[config.mk]
export PLATFORM = sky130hd
export DESIGN_NAME = periodic_deadline_overrun_monitor_top_flat
export DESIGN_NICKNAME = d
export VERILOG_FILES = /design/src/rtl/pdom_pkg.sv /design/src/rtl/pdom_if.sv /design/src/rtl/periodic_deadline_overrun_monitor_top.sv /design/src/rtl/pdom_regs.sv /design/src/rtl/pdom_ctrl.sv /design/src/rtl/pdom_dp.sv /design/src/flat_wrapper.sv
export SDC_FILE = /design/constraint.sdc
export NUM_CORES = 2
export LEC_CHECK = 0
export BUFFER_PORTS_ARGS = -buffer_cell sky130_fd_sc_hd__buf_2
export CAP_MARGIN = 20
export CORE_MARGIN = 2
export CORE_UTILIZATION = 41
export DETAILED_ROUTE_END_ITERATION = 10
export GPL_ROUTABILITY_DRIVEN = 0
export PLACE_DENSITY = 0.57
export SYNTH_ARGS = -nofsm -noshare
export SYNTH_HDL_FRONTEND = slang
export SYNTH_SLANG_ARGS = --single-unit
[constraint.sdc]
create_clock -name clk -period 14.85 [get_ports clk]
set_input_delay 0.7425 -clock clk [delete_from_list [all_inputs] [get_ports clk]]
set_output_delay 0.7425 -clock clk [all_outputs]
set_load 0.02 [all_outputs]
[src/rtl/pdom_pkg.sv]
`timescale 1ns / 1ps
// ----------------------------------------------------------------------------
// pdom_pkg
// Shared widths, reset values, register codes, state encoding and the
// command/status bundles of the deadline overrun monitor.
// ----------------------------------------------------------------------------
package pdom_pkg;

    // field widths
    localparam int TIME_W     = 64;
    localparam int WORD_W     = 32;
    localparam int SHARE_W    = 15;
    localparam int CFG_IDX_W  = 3;
    localparam int CFG_DATA_W = 32;

    // default counter width
    localparam int COUNT_BITS_DEF = 32;

    // register reset values
    localparam logic [WORD_W-1:0]  PERIOD_RST    = 32'd1000000;
    localparam logic               MON_EN_RST    = 1'b0;
    localparam logic [WORD_W-1:0]  MAX_OVER_RST  = '0;
    localparam logic [WORD_W-1:0]  MAX_AVG_RST   = '0;
    localparam logic [SHARE_W-1:0] MAX_SHARE_RST = '0;

    // one quotient bit per divider step
    localparam int DIV_STEPS = WORD_W;
    localparam int STEP_W    = $clog2(DIV_STEPS);

    // register index codes
    typedef enum logic [CFG_IDX_W-1:0] {
        REG_PERIOD    = 3'd0,
        REG_MON_EN    = 3'd1,
        REG_MAX_OVER  = 3'd2,
        REG_MAX_AVG   = 3'd3,
        REG_MAX_SHARE = 3'd4
    } cfg_reg_t;

    // configuration register bank contents
    typedef struct packed {
        logic [WORD_W-1:0]  period;
        logic               mon_en;
        logic [WORD_W-1:0]  max_over;
        logic [WORD_W-1:0]  max_avg;
        logic [SHARE_W-1:0] max_share;
    } cfg_t;

    // controller states
    typedef enum logic [2:0] {
        ST_IDLE   = 3'd0,
        ST_UPDATE = 3'd1,
        ST_PREP   = 3'd2,
        ST_DIV    = 3'd3,
        ST_CHECK  = 3'd4,
        ST_FINISH = 3'd5
    } state_t;

    // controller to datapath
    typedef struct packed {
        logic load;
        logic update;
        logic prep;
        logic step;
        logic check;
        logic emit;
    } ctrl_cmd_t;

    // datapath to controller
    typedef struct packed {
        logic restart;
        logic late;
    } ctrl_sts_t;

endpackage

[src/rtl/pdom_if.sv]
`timescale 1ns / 1ps
// ----------------------------------------------------------------------------
// pdom_if
// Valid/ready channels: timing requests in, loop reports out.
// ----------------------------------------------------------------------------
interface pdom_item_if;
    import pdom_pkg::*;

    logic                 valid;
    logic                 ready;
    logic                 req_type;
    logic [TIME_W-1:0]    now_ns;
    logic [WORD_W-1:0]    init_wait_ns;

    modport source (output valid, output req_type, output now_ns, output init_wait_ns,
                    input ready);
    modport sink   (input valid, input req_type, input now_ns, input init_wait_ns,
                    output ready);
endinterface

interface pdom_result_if;
    import pdom_pkg::*;

    logic                 valid;
    logic                 ready;
    logic                 ok;
    logic [TIME_W-1:0]    wait_ns;
    logic [WORD_W-1:0]    overrun_ns;
    logic [WORD_W-1:0]    loop_count;
    logic [WORD_W-1:0]    overrun_count;
    logic [WORD_W-1:0]    avg_overrun_ns;
    logic [TIME_W-1:0]    elapsed_ns;

    modport source (output valid, output ok, output wait_ns, output overrun_ns,
                    output loop_count, output overrun_count, output avg_overrun_ns,
                    output elapsed_ns, input ready);
    modport sink   (input valid, input ok, input wait_ns, input overrun_ns,
                    input loop_count, input overrun_count, input avg_overrun_ns,
                    input elapsed_ns, output ready);
endinterface

[src/rtl/periodic_deadline_overrun_monitor_top.sv]
`timescale 1ns / 1ps
// Sequence: restart and on-time loop ends go from the update straight to the
//   report; an overrun runs update, prep, 32 divider steps and check first.
// Requests: one at a time; the next is taken only once the previous report
//   is in the output register; an overrun runs the one-bit-per-cycle divider.
// Reset: rst_n clears deadline, start time, counters and average to zero and
//   loads the register defaults; no clearing pass is needed.
// ----------------------------------------------------------------------------
// periodic_deadline_overrun_monitor_top
// Checks a periodic loop against its deadline in nanoseconds and reports
// wait time, lateness, counts and running average overrun per request.
// ----------------------------------------------------------------------------
module periodic_deadline_overrun_monitor_top #(
    parameter int COUNT_BITS = pdom_pkg::COUNT_BITS_DEF
) (
    input  logic                             clk,
    input  logic                             rst_n,
    pdom_item_if.sink                        item,
    pdom_result_if.source                    result,
    input  logic                             cfg_we,
    input  logic [pdom_pkg::CFG_IDX_W-1:0]   cfg_index,
    input  logic [pdom_pkg::CFG_DATA_W-1:0]  cfg_data
);
    import pdom_pkg::*;

    cfg_t      cfg;
    ctrl_cmd_t cmd;
    ctrl_sts_t sts;

    // register bank
    pdom_regs u_regs (
        .clk       (clk),
        .rst_n     (rst_n),
        .cfg_we    (cfg_we),
        .cfg_index (cfg_index),
        .cfg_data  (cfg_data),
        .cfg       (cfg)
    );

    // sequencer
    pdom_ctrl u_ctrl (
        .clk          (clk),
        .rst_n        (rst_n),
        .item_valid   (item.valid),
        .item_ready   (item.ready),
        .result_valid (result.valid),
        .result_ready (result.ready),
        .sts          (sts),
        .cmd          (cmd)
    );

    // datapath
    pdom_dp #(
        .COUNT_BITS (COUNT_BITS)
    ) u_dp (
        .clk            (clk),
        .rst_n          (rst_n),
        .cmd            (cmd),
        .sts            (sts),
        .cfg            (cfg),
        .req_type       (item.req_type),
        .now_ns         (item.now_ns),
        .init_wait_ns   (item.init_wait_ns),
        .ok             (result.ok),
        .wait_ns        (result.wait_ns),
        .overrun_ns     (result.overrun_ns),
        .loop_count     (result.loop_count),
        .overrun_count  (result.overrun_count),
        .avg_overrun_ns (result.avg_overrun_ns),
        .elapsed_ns     (result.elapsed_ns)
    );

endmodule

[src/rtl/pdom_regs.sv]
`timescale 1ns / 1ps
// ----------------------------------------------------------------------------
// pdom_regs
// Configuration register bank, written through a plain indexed write port.
// ----------------------------------------------------------------------------
module pdom_regs (
    input  logic                             clk,
    input  logic                             rst_n,
    input  logic                             cfg_we,
    input  logic [pdom_pkg::CFG_IDX_W-1:0]   cfg_index,
    input  logic [pdom_pkg::CFG_DATA_W-1:0]  cfg_data,
    output pdom_pkg::cfg_t                   cfg
);
    import pdom_pkg::*;

    cfg_t cfg_reg;
    cfg_t cfg_next;

    // decode the write; unknown indexes are dropped
    always_comb
    begin
        cfg_next = cfg_reg;
        if (cfg_we)
        begin
            unique case (cfg_reg_t'(cfg_index))
                REG_PERIOD:    cfg_next.period    = cfg_data[WORD_W-1:0];
                REG_MON_EN:    cfg_next.mon_en    = cfg_data[0];
                REG_MAX_OVER:  cfg_next.max_over  = cfg_data[WORD_W-1:0];
                REG_MAX_AVG:   cfg_next.max_avg   = cfg_data[WORD_W-1:0];
                REG_MAX_SHARE: cfg_next.max_share = cfg_data[SHARE_W-1:0];
                default:       cfg_next = cfg_reg;
            endcase
        end
    end

    always_ff @(posedge clk or negedge rst_n)
    begin
        if (!rst_n)
        begin
            cfg_reg.period    <= PERIOD_RST;
            cfg_reg.mon_en    <= MON_EN_RST;
            cfg_reg.max_over  <= MAX_OVER_RST;
            cfg_reg.max_avg   <= MAX_AVG_RST;
            cfg_reg.max_share <= MAX_SHARE_RST;
        end
        else
        begin
            cfg_reg <= cfg_next;
        end
    end

    assign cfg = cfg_reg;

endmodule

[src/rtl/pdom_ctrl.sv]
`timescale 1ns / 1ps
// ----------------------------------------------------------------------------
// pdom_ctrl
// Sequencer: accepts a request, runs the update, the divider/multiplier
// steps on overrun, and hands the report to the output register.
// ----------------------------------------------------------------------------
module pdom_ctrl (
    input  logic                  clk,
    input  logic                  rst_n,
    input  logic                  item_valid,
    output logic                  item_ready,
    output logic                  result_valid,
    input  logic                  result_ready,
    input  pdom_pkg::ctrl_sts_t   sts,
    output pdom_pkg::ctrl_cmd_t   cmd
);
    import pdom_pkg::*;

    state_t            state_reg;
    state_t            state_next;
    logic [STEP_W-1:0] step_reg;
    logic [STEP_W-1:0] step_next;
    logic              res_valid_reg;
    logic              res_valid_next;

    // next state and commands
    always_comb
    begin
        state_next     = state_reg;
        step_next      = step_reg;
        cmd            = '0;
        item_ready     = 1'b0;
        res_valid_next = res_valid_reg && !result_ready;
        unique case (state_reg)
            ST_IDLE:
            begin
                item_ready = 1'b1;
                if (item_valid)
                begin
                    cmd.load   = 1'b1;
                    state_next = ST_UPDATE;
                end
            end
            ST_UPDATE:
            begin
                cmd.update = 1'b1;
                if (!sts.restart && sts.late)
                    state_next = ST_PREP;
                else
                    state_next = ST_FINISH;
            end
            ST_PREP:
            begin
                cmd.prep   = 1'b1;
                step_next  = '0;
                state_next = ST_DIV;
            end
            ST_DIV:
            begin
                cmd.step = 1'b1;
                if (step_reg == STEP_W'(DIV_STEPS - 1))
                begin
                    step_next  = '0;
                    state_next = ST_CHECK;
                end
                else
                begin
                    step_next = step_reg + 1'b1;
                end
            end
            ST_CHECK:
            begin
                cmd.check  = 1'b1;
                state_next = ST_FINISH;
            end
            ST_FINISH:
            begin
                // output register free or emptied in this cycle
                if (!res_valid_reg || result_ready)
                begin
                    cmd.emit       = 1'b1;
                    res_valid_next = 1'b1;
                    state_next     = ST_IDLE;
                end
            end
            default:
            begin
                state_next = ST_IDLE;
                step_next  = '0;
            end
        endcase
    end

    // state register
    always_ff @(posedge clk or negedge rst_n)
    begin
        if (!rst_n)
        begin
            state_reg     <= ST_IDLE;
            step_reg      <= '0;
            res_valid_reg <= 1'b0;
        end
        else
        begin
            state_reg     <= state_next;
            step_reg      <= step_next;
            res_valid_reg <= res_valid_next;
        end
    end

    assign result_valid = res_valid_reg;

    // step counter rests at zero outside the divide
    a_step_idle: assert property (@(posedge clk) disable iff (!rst_n)
        (state_reg != ST_DIV) |-> (step_reg == '0))
        else $error("step counter running outside divide");

    // an accepted request always starts with the update cycle
    a_accept_update: assert property (@(posedge clk) disable iff (!rst_n)
        (item_valid && item_ready) |=> (state_reg == ST_UPDATE))
        else $error("accepted request did not enter update");

    // the check follows a full run of divider steps
    a_div_length: assert property (@(posedge clk) disable iff (!rst_n)
        (state_reg == ST_CHECK) |->
        ($past(state_reg) == ST_DIV && $past(step_reg) == STEP_W'(DIV_STEPS - 1)))
        else $error("check reached without full divide");

    // a finished report waits while the output register is held
    a_finish_hold: assert property (@(posedge clk) disable iff (!rst_n)
        (state_reg == ST_FINISH && result_valid && !result_ready) |=>
        (state_reg == ST_FINISH && result_valid))
        else $error("report overwrote a pending transfer");

endmodule

[src/rtl/pdom_dp.sv]
`timescale 1ns / 1ps
// ----------------------------------------------------------------------------
// pdom_dp
// Datapath: deadline and counter state, restoring divider for the running
// average, shift-add multiplier for the share limit, and the output register.
// ----------------------------------------------------------------------------
module pdom_dp #(
    parameter int COUNT_BITS = pdom_pkg::COUNT_BITS_DEF
) (
    input  logic                           clk,
    input  logic                           rst_n,
    input  pdom_pkg::ctrl_cmd_t            cmd,
    output pdom_pkg::ctrl_sts_t            sts,
    input  pdom_pkg::cfg_t                 cfg,
    input  logic                           req_type,
    input  logic [pdom_pkg::TIME_W-1:0]    now_ns,
    input  logic [pdom_pkg::WORD_W-1:0]    init_wait_ns,
    output logic                           ok,
    output logic [pdom_pkg::TIME_W-1:0]    wait_ns,
    output logic [pdom_pkg::WORD_W-1:0]    overrun_ns,
    output logic [pdom_pkg::WORD_W-1:0]    loop_count,
    output logic [pdom_pkg::WORD_W-1:0]    overrun_count,
    output logic [pdom_pkg::WORD_W-1:0]    avg_overrun_ns,
    output logic [pdom_pkg::TIME_W-1:0]    elapsed_ns
);
    import pdom_pkg::*;

    localparam int CW = COUNT_BITS;
    localparam int PW = COUNT_BITS + SHARE_W;
    localparam int XW = (COUNT_BITS > WORD_W) ? COUNT_BITS : WORD_W;

    // saturating count
    function automatic logic [CW-1:0] sat_inc(input logic [CW-1:0] v);
        sat_inc = (&v) ? v : v + 1'b1;
    endfunction

    // clip a count to the report width
    function automatic logic [WORD_W-1:0] clip_cnt(input logic [CW-1:0] v);
        logic [XW-1:0] ext;
        ext      = XW'(v);
        clip_cnt = (|(ext >> WORD_W)) ? '1 : ext[WORD_W-1:0];
    endfunction

    // persistent state
    logic [TIME_W-1:0] nd_reg,    nd_next;
    logic [TIME_W-1:0] start_reg, start_next;
    logic [CW-1:0]     loop_reg,  loop_next;
    logic [CW-1:0]     ovr_reg,   ovr_next;
    logic [WORD_W-1:0] avg_reg,   avg_next;

    // request and working registers
    logic              req_reg,    req_next;
    logic [TIME_W-1:0] now_reg,    now_next;
    logic [WORD_W-1:0] iw_reg,     iw_next;
    logic [TIME_W-1:0] late_reg,   late_next;
    logic [TIME_W-1:0] wait_reg,   wait_next;
    logic [WORD_W-1:0] over_reg,   over_next;
    logic              ok_reg,     ok_next;
    logic              up_reg,     up_next;
    logic [CW-1:0]     rem_reg,    rem_next;
    logic [WORD_W-1:0] quo_reg,    quo_next;
    logic [PW-1:0]     acc_reg,    acc_next;
    logic [PW-1:0]     mcand_reg,  mcand_next;
    logic [SHARE_W-1:0] mplier_reg, mplier_next;

    // output register
    logic              r_ok_reg,    r_ok_next;
    logic [TIME_W-1:0] r_wait_reg,  r_wait_next;
    logic [WORD_W-1:0] r_over_reg,  r_over_next;
    logic [WORD_W-1:0] r_loop_reg,  r_loop_next;
    logic [WORD_W-1:0] r_ovr_reg,   r_ovr_next;
    logic [WORD_W-1:0] r_avg_reg,   r_avg_next;
    logic [TIME_W-1:0] r_elap_reg,  r_elap_next;

    // intermediate values
    logic              is_late;
    logic [TIME_W-1:0] late_diff;
    logic [CW:0]       trial;
    logic [CW:0]       trial_sub;
    logic              fits;
    logic [WORD_W-1:0] avg_new;
    logic [PW-1:0]     ovr_scaled;

    assign is_late     = (now_reg >= nd_reg);
    assign late_diff   = now_reg - nd_reg;
    assign sts.restart = !req_reg;
    assign sts.late    = is_late;

    // one restoring divider step on the overrun distance
    assign trial     = {rem_reg, quo_reg[WORD_W-1]};
    assign trial_sub = trial - {1'b0, ovr_reg};
    assign fits      = (trial >= {1'b0, ovr_reg});

    // average moves toward the new overrun by the quotient
    assign avg_new = up_reg ? (avg_reg + quo_reg) : (avg_reg - quo_reg);

    // overrun count times 25600 as shifts
    assign ovr_scaled = (PW'(ovr_reg) << 14) + (PW'(ovr_reg) << 13) + (PW'(ovr_reg) << 10);

    always_comb
    begin
        nd_next     = nd_reg;
        start_next  = start_reg;
        loop_next   = loop_reg;
        ovr_next    = ovr_reg;
        avg_next    = avg_reg;
        req_next    = req_reg;
        now_next    = now_reg;
        iw_next     = iw_reg;
        late_next   = late_reg;
        wait_next   = wait_reg;
        over_next   = over_reg;
        ok_next     = ok_reg;
        up_next     = up_reg;
        rem_next    = rem_reg;
        quo_next    = quo_reg;
        acc_next    = acc_reg;
        mcand_next  = mcand_reg;
        mplier_next = mplier_reg;
        r_ok_next   = r_ok_reg;
        r_wait_next = r_wait_reg;
        r_over_next = r_over_reg;
        r_loop_next = r_loop_reg;
        r_ovr_next  = r_ovr_reg;
        r_avg_next  = r_avg_reg;
        r_elap_next = r_elap_reg;

        // capture the request
        if (cmd.load)
        begin
            req_next = req_type;
            now_next = now_ns;
            iw_next  = init_wait_ns;
        end

        // restart, on-time or overrun update
        if (cmd.update)
        begin
            wait_next = '0;
            over_next = '0;
            ok_next   = 1'b1;
            if (!req_reg)
            begin
                loop_next  = '0;
                ovr_next   = '0;
                avg_next   = '0;
                start_next = now_reg + TIME_W'(iw_reg);
                nd_next    = now_reg + TIME_W'(iw_reg);
            end
            else
            begin
                loop_next = sat_inc(loop_reg);
                if (!is_late)
                begin
                    wait_next = nd_reg - now_reg;
                    nd_next   = nd_reg + TIME_W'(cfg.period);
                end
                else
                begin
                    late_next = late_diff;
                    over_next = (|late_diff[TIME_W-1:WORD_W]) ? '1 : late_diff[WORD_W-1:0];
                    ovr_next  = sat_inc(ovr_reg);
                    nd_next   = now_reg + TIME_W'(cfg.period);
                end
            end
        end

        // load divider and multiplier
        if (cmd.prep)
        begin
            up_next     = (over_reg >= avg_reg);
            quo_next    = (over_reg >= avg_reg) ? (over_reg - avg_reg) : (avg_reg - over_reg);
            rem_next    = '0;
            acc_next    = '0;
            mcand_next  = PW'(loop_reg);
            mplier_next = cfg.max_share;
        end

        // one quotient bit and one share product bit
        if (cmd.step)
        begin
            rem_next    = fits ? trial_sub[CW-1:0] : trial[CW-1:0];
            quo_next    = {quo_reg[WORD_W-2:0], fits};
            acc_next    = mplier_reg[0] ? (acc_reg + mcand_reg) : acc_reg;
            mcand_next  = mcand_reg << 1;
            mplier_next = mplier_reg >> 1;
        end

        // new average and the limit checks
        if (cmd.check)
        begin
            avg_next = avg_new;
            ok_next  = cfg.mon_en
                       && !(late_reg > TIME_W'(cfg.max_over))
                       && !(avg_new > cfg.max_avg)
                       && !(ovr_scaled > acc_reg);
        end

        // fill the output register
        if (cmd.emit)
        begin
            r_ok_next   = ok_reg;
            r_wait_next = wait_reg;
            r_over_next = over_reg;
            r_loop_next = clip_cnt(loop_reg);
            r_ovr_next  = clip_cnt(ovr_reg);
            r_avg_next  = avg_reg;
            r_elap_next = nd_reg - start_reg;
        end
    end

    // monitor state
    always_ff @(posedge clk or negedge rst_n)
    begin
        if (!rst_n)
        begin
            nd_reg    <= '0;
            start_reg <= '0;
            loop_reg  <= '0;
            ovr_reg   <= '0;
            avg_reg   <= '0;
        end
        else
        begin
            nd_reg    <= nd_next;
            start_reg <= start_next;
            loop_reg  <= loop_next;
            ovr_reg   <= ovr_next;
            avg_reg   <= avg_next;
        end
    end

    // working and output payload
    always_ff @(posedge clk)
    begin
        req_reg    <= req_next;
        now_reg    <= now_next;
        iw_reg     <= iw_next;
        late_reg   <= late_next;
        wait_reg   <= wait_next;
        over_reg   <= over_next;
        ok_reg     <= ok_next;
        up_reg     <= up_next;
        rem_reg    <= rem_next;
        quo_reg    <= quo_next;
        acc_reg    <= acc_next;
        mcand_reg  <= mcand_next;
        mplier_reg <= mplier_next;
        r_ok_reg   <= r_ok_next;
        r_wait_reg <= r_wait_next;
        r_over_reg <= r_over_next;
        r_loop_reg <= r_loop_next;
        r_ovr_reg  <= r_ovr_next;
        r_avg_reg  <= r_avg_next;
        r_elap_reg <= r_elap_next;
    end

    assign ok             = r_ok_reg;
    assign wait_ns        = r_wait_reg;
    assign overrun_ns     = r_over_reg;
    assign loop_count     = r_loop_reg;
    assign overrun_count  = r_ovr_reg;
    assign avg_overrun_ns = r_avg_reg;
    assign elapsed_ns     = r_elap_reg;

endmodule
[src/flat_wrapper.sv]
// flat-port wrapper written by rule: the top's interface ports become plain ports
module periodic_deadline_overrun_monitor_top_flat import pdom_pkg::*;
#(
    parameter int COUNT_BITS = pdom_pkg::COUNT_BITS_DEF
)
  (clk, rst_n, cfg_we, cfg_index, cfg_data, item_valid, item_req_type, item_now_ns, item_init_wait_ns, item_ready, result_valid, result_ok, result_wait_ns, result_overrun_ns, result_loop_count, result_overrun_count, result_avg_overrun_ns, result_elapsed_ns, result_ready);
  pdom_item_if item_i ();
  pdom_result_if result_i ();
  input  logic clk;
  input  logic rst_n;
  input  logic cfg_we;
  input  logic [pdom_pkg::CFG_IDX_W-1:0] cfg_index;
  input  logic [pdom_pkg::CFG_DATA_W-1:0] cfg_data;
  input wire logic [$bits(item_i.valid)-1:0] item_valid;
  input wire logic [$bits(item_i.req_type)-1:0] item_req_type;
  input wire logic [$bits(item_i.now_ns)-1:0] item_now_ns;
  input wire logic [$bits(item_i.init_wait_ns)-1:0] item_init_wait_ns;
  output wire logic [$bits(item_i.ready)-1:0] item_ready;
  output wire logic [$bits(result_i.valid)-1:0] result_valid;
  output wire logic [$bits(result_i.ok)-1:0] result_ok;
  output wire logic [$bits(result_i.wait_ns)-1:0] result_wait_ns;
  output wire logic [$bits(result_i.overrun_ns)-1:0] result_overrun_ns;
  output wire logic [$bits(result_i.loop_count)-1:0] result_loop_count;
  output wire logic [$bits(result_i.overrun_count)-1:0] result_overrun_count;
  output wire logic [$bits(result_i.avg_overrun_ns)-1:0] result_avg_overrun_ns;
  output wire logic [$bits(result_i.elapsed_ns)-1:0] result_elapsed_ns;
  input wire logic [$bits(result_i.ready)-1:0] result_ready;
  assign item_i.valid = item_valid;
  assign item_i.req_type = item_req_type;
  assign item_i.now_ns = item_now_ns;
  assign item_i.init_wait_ns = item_init_wait_ns;
  assign item_ready = item_i.ready;
  assign result_valid = result_i.valid;
  assign result_ok = result_i.ok;
  assign result_wait_ns = result_i.wait_ns;
  assign result_overrun_ns = result_i.overrun_ns;
  assign result_loop_count = result_i.loop_count;
  assign result_overrun_count = result_i.overrun_count;
  assign result_avg_overrun_ns = result_i.avg_overrun_ns;
  assign result_elapsed_ns = result_i.elapsed_ns;
  assign result_i.ready = result_ready;
  periodic_deadline_overrun_monitor_top #(.COUNT_BITS(COUNT_BITS)) u_core (.clk(clk), .rst_n(rst_n), .item(item_i), .result(result_i), .cfg_we(cfg_we), .cfg_index(cfg_index), .cfg_data(cfg_data));
endmodule
==> impl_metrics.csv <==
group,metric,value,unit
status,outcome,"complete, no violations",
layout,nets,8104,
cts,cts_setup_buffers,0,
critical_path,crit_path_end_kind,"flop",
floorplanning,die_y,411.9,µm
sta,maxSlewViolCount,0,
floorplanning,core-area,165200,µm²
critical_path,path_common_cell,"o21ai_0",
power,combinationalPowerShare,0.561,
route,routedWlPerCell,22.63,µm
placement,place_area,72430,µm²
yosys,syn-num-nets,7772,
power,internal_power,0.01007,W
route,vias,54460,
run,max_cap_violations,0,
route,drtAntennaViolNets,0,
power,power_density,246.7,nW/µm²
floorplanning,fp.dieW,411.9,µm
critical_path,start_kind,"flop",
sta,finalSetupTns,0,ns
placement,portBuffers,395,
cts,cts_hold_buf,1,
critical_path,cp_slowest_stage_delay,0.85,ns
power,sw_frac_of_total,0.4671,
cts,clock_sinks,1034,
critical_path,cp_max_fo,64,
global_route,grt_usage,0.2504,
power,irDropWorstVdd,0.0001285,V
sta,final-setup-viol-count,0,
route,post_drt_via_cell_ratio,5.653,
hold_path,hold_class,"input port to flop",
yosys,syn_avg_cell_area,9.746,µm²
layout,design_area,76590,µm²
layout,syn_to_final_growth,12.27,%
sta,min_period,8.433,ns
global_route,grt_max_degree,88,
power,power.leakage,33.20,nW
global_route,grt.overflow.total,0,
critical_path,critical-path-slowest-cell,"o31ai_1",
placement,place.detailed.hpwl,167.3,mm
floorplanning,die_area,169700,µm²
cts,insertion_delay,0.77,ns
power,finalPower,0.01890,W
cts,numCtsBuffers,119,
critical_path,crit_type,"flop to flop",
sta,finalClockSkew,0.03732,ns
yosys,ys_warn_count,0,
sta,max_freq,118.6,MHz
route,first_pass_iters,8,
critical_path,path_cells,"inv_1, ha_1, nor2b_1, o31ai_1, a311oi_1, o31ai_1, a211oi_1, nor3_4, buf_4, buf_4, o21ai_0, ha_1, nand3_1, nor3_1, o21ai_0, a31oi_1, o21ai_0, o21ai_0, o31a_1, nand2_1, nor2_1, nand4_1, xor2_1, a221o_1",
yosys,async_flop_share,0.3337,
power,p_clk_frac,0.164,
power,p_seq_frac,0.274,
yosys,synth_cell_types,103,
yosys,synth_edf_count,687,
cts,clk_path_buf_depth,3,
yosys,ys_seq_area_frac,0.4297,
yosys,synth.top_cell.area_share,0.3024,
critical_path,arrival,9.05,ns
cts,cts_tree,"yes",
sta,fin_crit_sh,0.5679,
yosys,yosys-top-cells-area,"edfxtp_1, dfrtp_1, ha_1, a21oi_1, xnor2_1",
global_route,antenna_found_initial,10,
floorplanning,ios,396,
global_route,grt_pass1_vias,52340,
layout,largest_register_ff_count,112,
sta,rsz0062_at_grt,"no",
floorplanning,rows,149,
power,p_sw,0.008827,W
cts,root_buffer,"clkbuf_16",
route,routed_wirelength,218.0,mm
yosys,synth_seq_cells,1034,
global_route,grt_pass1_wl,324.5,mm
yosys,syn_area,68220,µm²
cts,clk_pin_slew,0.06,ns
yosys,ys_top_cells_by_count,"edfxtp_1, nor2_1, ha_1, a21oi_1, inv_1",
sta,slew_headroom,0.2116,
sta,worst_pin_slew,1.183,ns
layout,final_layout_size_suffix_gt1_frac,0.1171,
route,drt-initial-drc-count,5192,
layout,final_util,0.4637,
cts,htreeDepth,3,
yosys,synth_top_flop_cell,"edfxtp_1",
cts,post_cts_resized,0,
sta,hold_viol,0,
floorplanning,initial_core_util,0.4130,
yosys,synth.largest_area_cell,"edfxtp_1",
route,remaining_drc_errors,0,
critical_path,required,15.47,ns
yosys,syn_inst,7000,
yosys,post-synth-top-count-cell,"edfxtp_1",
-- routing by layer --
layer  part of all wire  GRT usage  vias to the layer above  wire, µm
li1                   -          -                    25820         -
met1               0.46     0.3627                    26150    100100
met2               0.43     0.3811                     2105     94080
met3              0.072    0.03444                      379     15760
met4              0.037    0.08923                        0      8049
met5                  0          0                        -         0
-- metrics by stage --
stage | hold slack (ns) | setup WS [ns] | std cells
floorplan | 0.4003 | 1.815 | 7000
global placement | 0.4027 | 6.758 | 9397
detailed placement | 0.4045 | 6.689 | 9398
CTS | 0.08615 | 6.635 | 9625
global route | 0.1287 | 6.088 | 9630
finish | 0.1525 | 6.417 | 9633
-- worst max-delay path, delay by kind of cell (launching register included) --
family                   cells  cell delay (ns)
flip-flops                   1             0.39
buffers and inverters        3             1.11
XOR/XNOR                     1             0.19
adder cells (fa/ha/maj)      2             0.82
AO/OA/AOI/OAI               11             3.72
AND/OR/NAND/NOR              7             2.02
-- power by group through the flow --
stage                     clock network [W]  registers [W]  logic, W
after floorplan                           0        0.00519   0.00738
after global placement                    0        0.00519    0.0104
after detailed placement                  0        0.00521    0.0104
after CTS                           0.00318        0.00517    0.0105
after global routing                0.00328        0.00526    0.0116
final                               0.00310        0.00518    0.0106
-- final timing paths --
kind	from	to	slack (ns)	cells past startpoint
worst max-delay path	u_core.u_dp.nd_reg[2]$_DFFE_PN0P_	u_core.u_dp.nd_reg[62]$_DFFE_PN0P_	6.42	24
max in group asynchronous	rst_n	u_core.u_dp.ovr_reg[14]$_DFFE_PN0P_	12.15	4
worst min register to register	u_core.u_dp.wait_reg[38]$_SDFFCE_PN0P_	u_core.u_dp.wait_ns[38]$_DFFE_PP_	0.40	0
min in group asynchronous	rst_n	u_core.u_dp.start_reg[6]$_DFFE_PN0P_	0.63	2
worst min-delay path	item_init_wait_ns[10]	u_core.u_dp.iw_reg[10]$_DFFE_PP_	0.15	1
worst max register to register	u_core.u_dp.nd_reg[2]$_DFFE_PN0P_	u_core.u_dp.nd_reg[62]$_DFFE_PN0P_	6.42	24
-- placed cells by master, fill, tap and decap left out, types with 122 or more instances in the layout --
master     netlist  layout
a21oi_1        592     592
dfrtp_1        338     337
nand2_1        536     531
clkbuf_16        0     122
xor2_1         184     184
nand3_1        129     129
o21ai_0        454     454
nor2_1         635     630
xnor2_1        317     317
edfxtp_1       687     687
buf_2           33     394
inv_1          560     558
a21o_1         258     258
ha_1           596     596
-- logic make-up after synthesis --
group,share of synthesized area
AOI/OAI and AO/OA,0.1785
and+or+nand+nor,0.1298
xor gates and xnor gates,0.06432
muxes,0.03134
DFF,0.4297
buffers and inverters,0.04561
adders and majority gates,0.1208
-- cell type report --
type | instances | area, µm²
diodes | 7 | 17.52
clock buffers | 152 | 3236
flip-flops and latches | 1034 | 29310
fillers | 15710 | 88580
well taps | 2189 | 2739
repair buffers | 448 | 2407
inverters | 561 | 2113
clock inverters | 74 | 869.6
multi-input cells | 5168 | 35900
No activity file was read; power rests on OpenSTA's default activity.
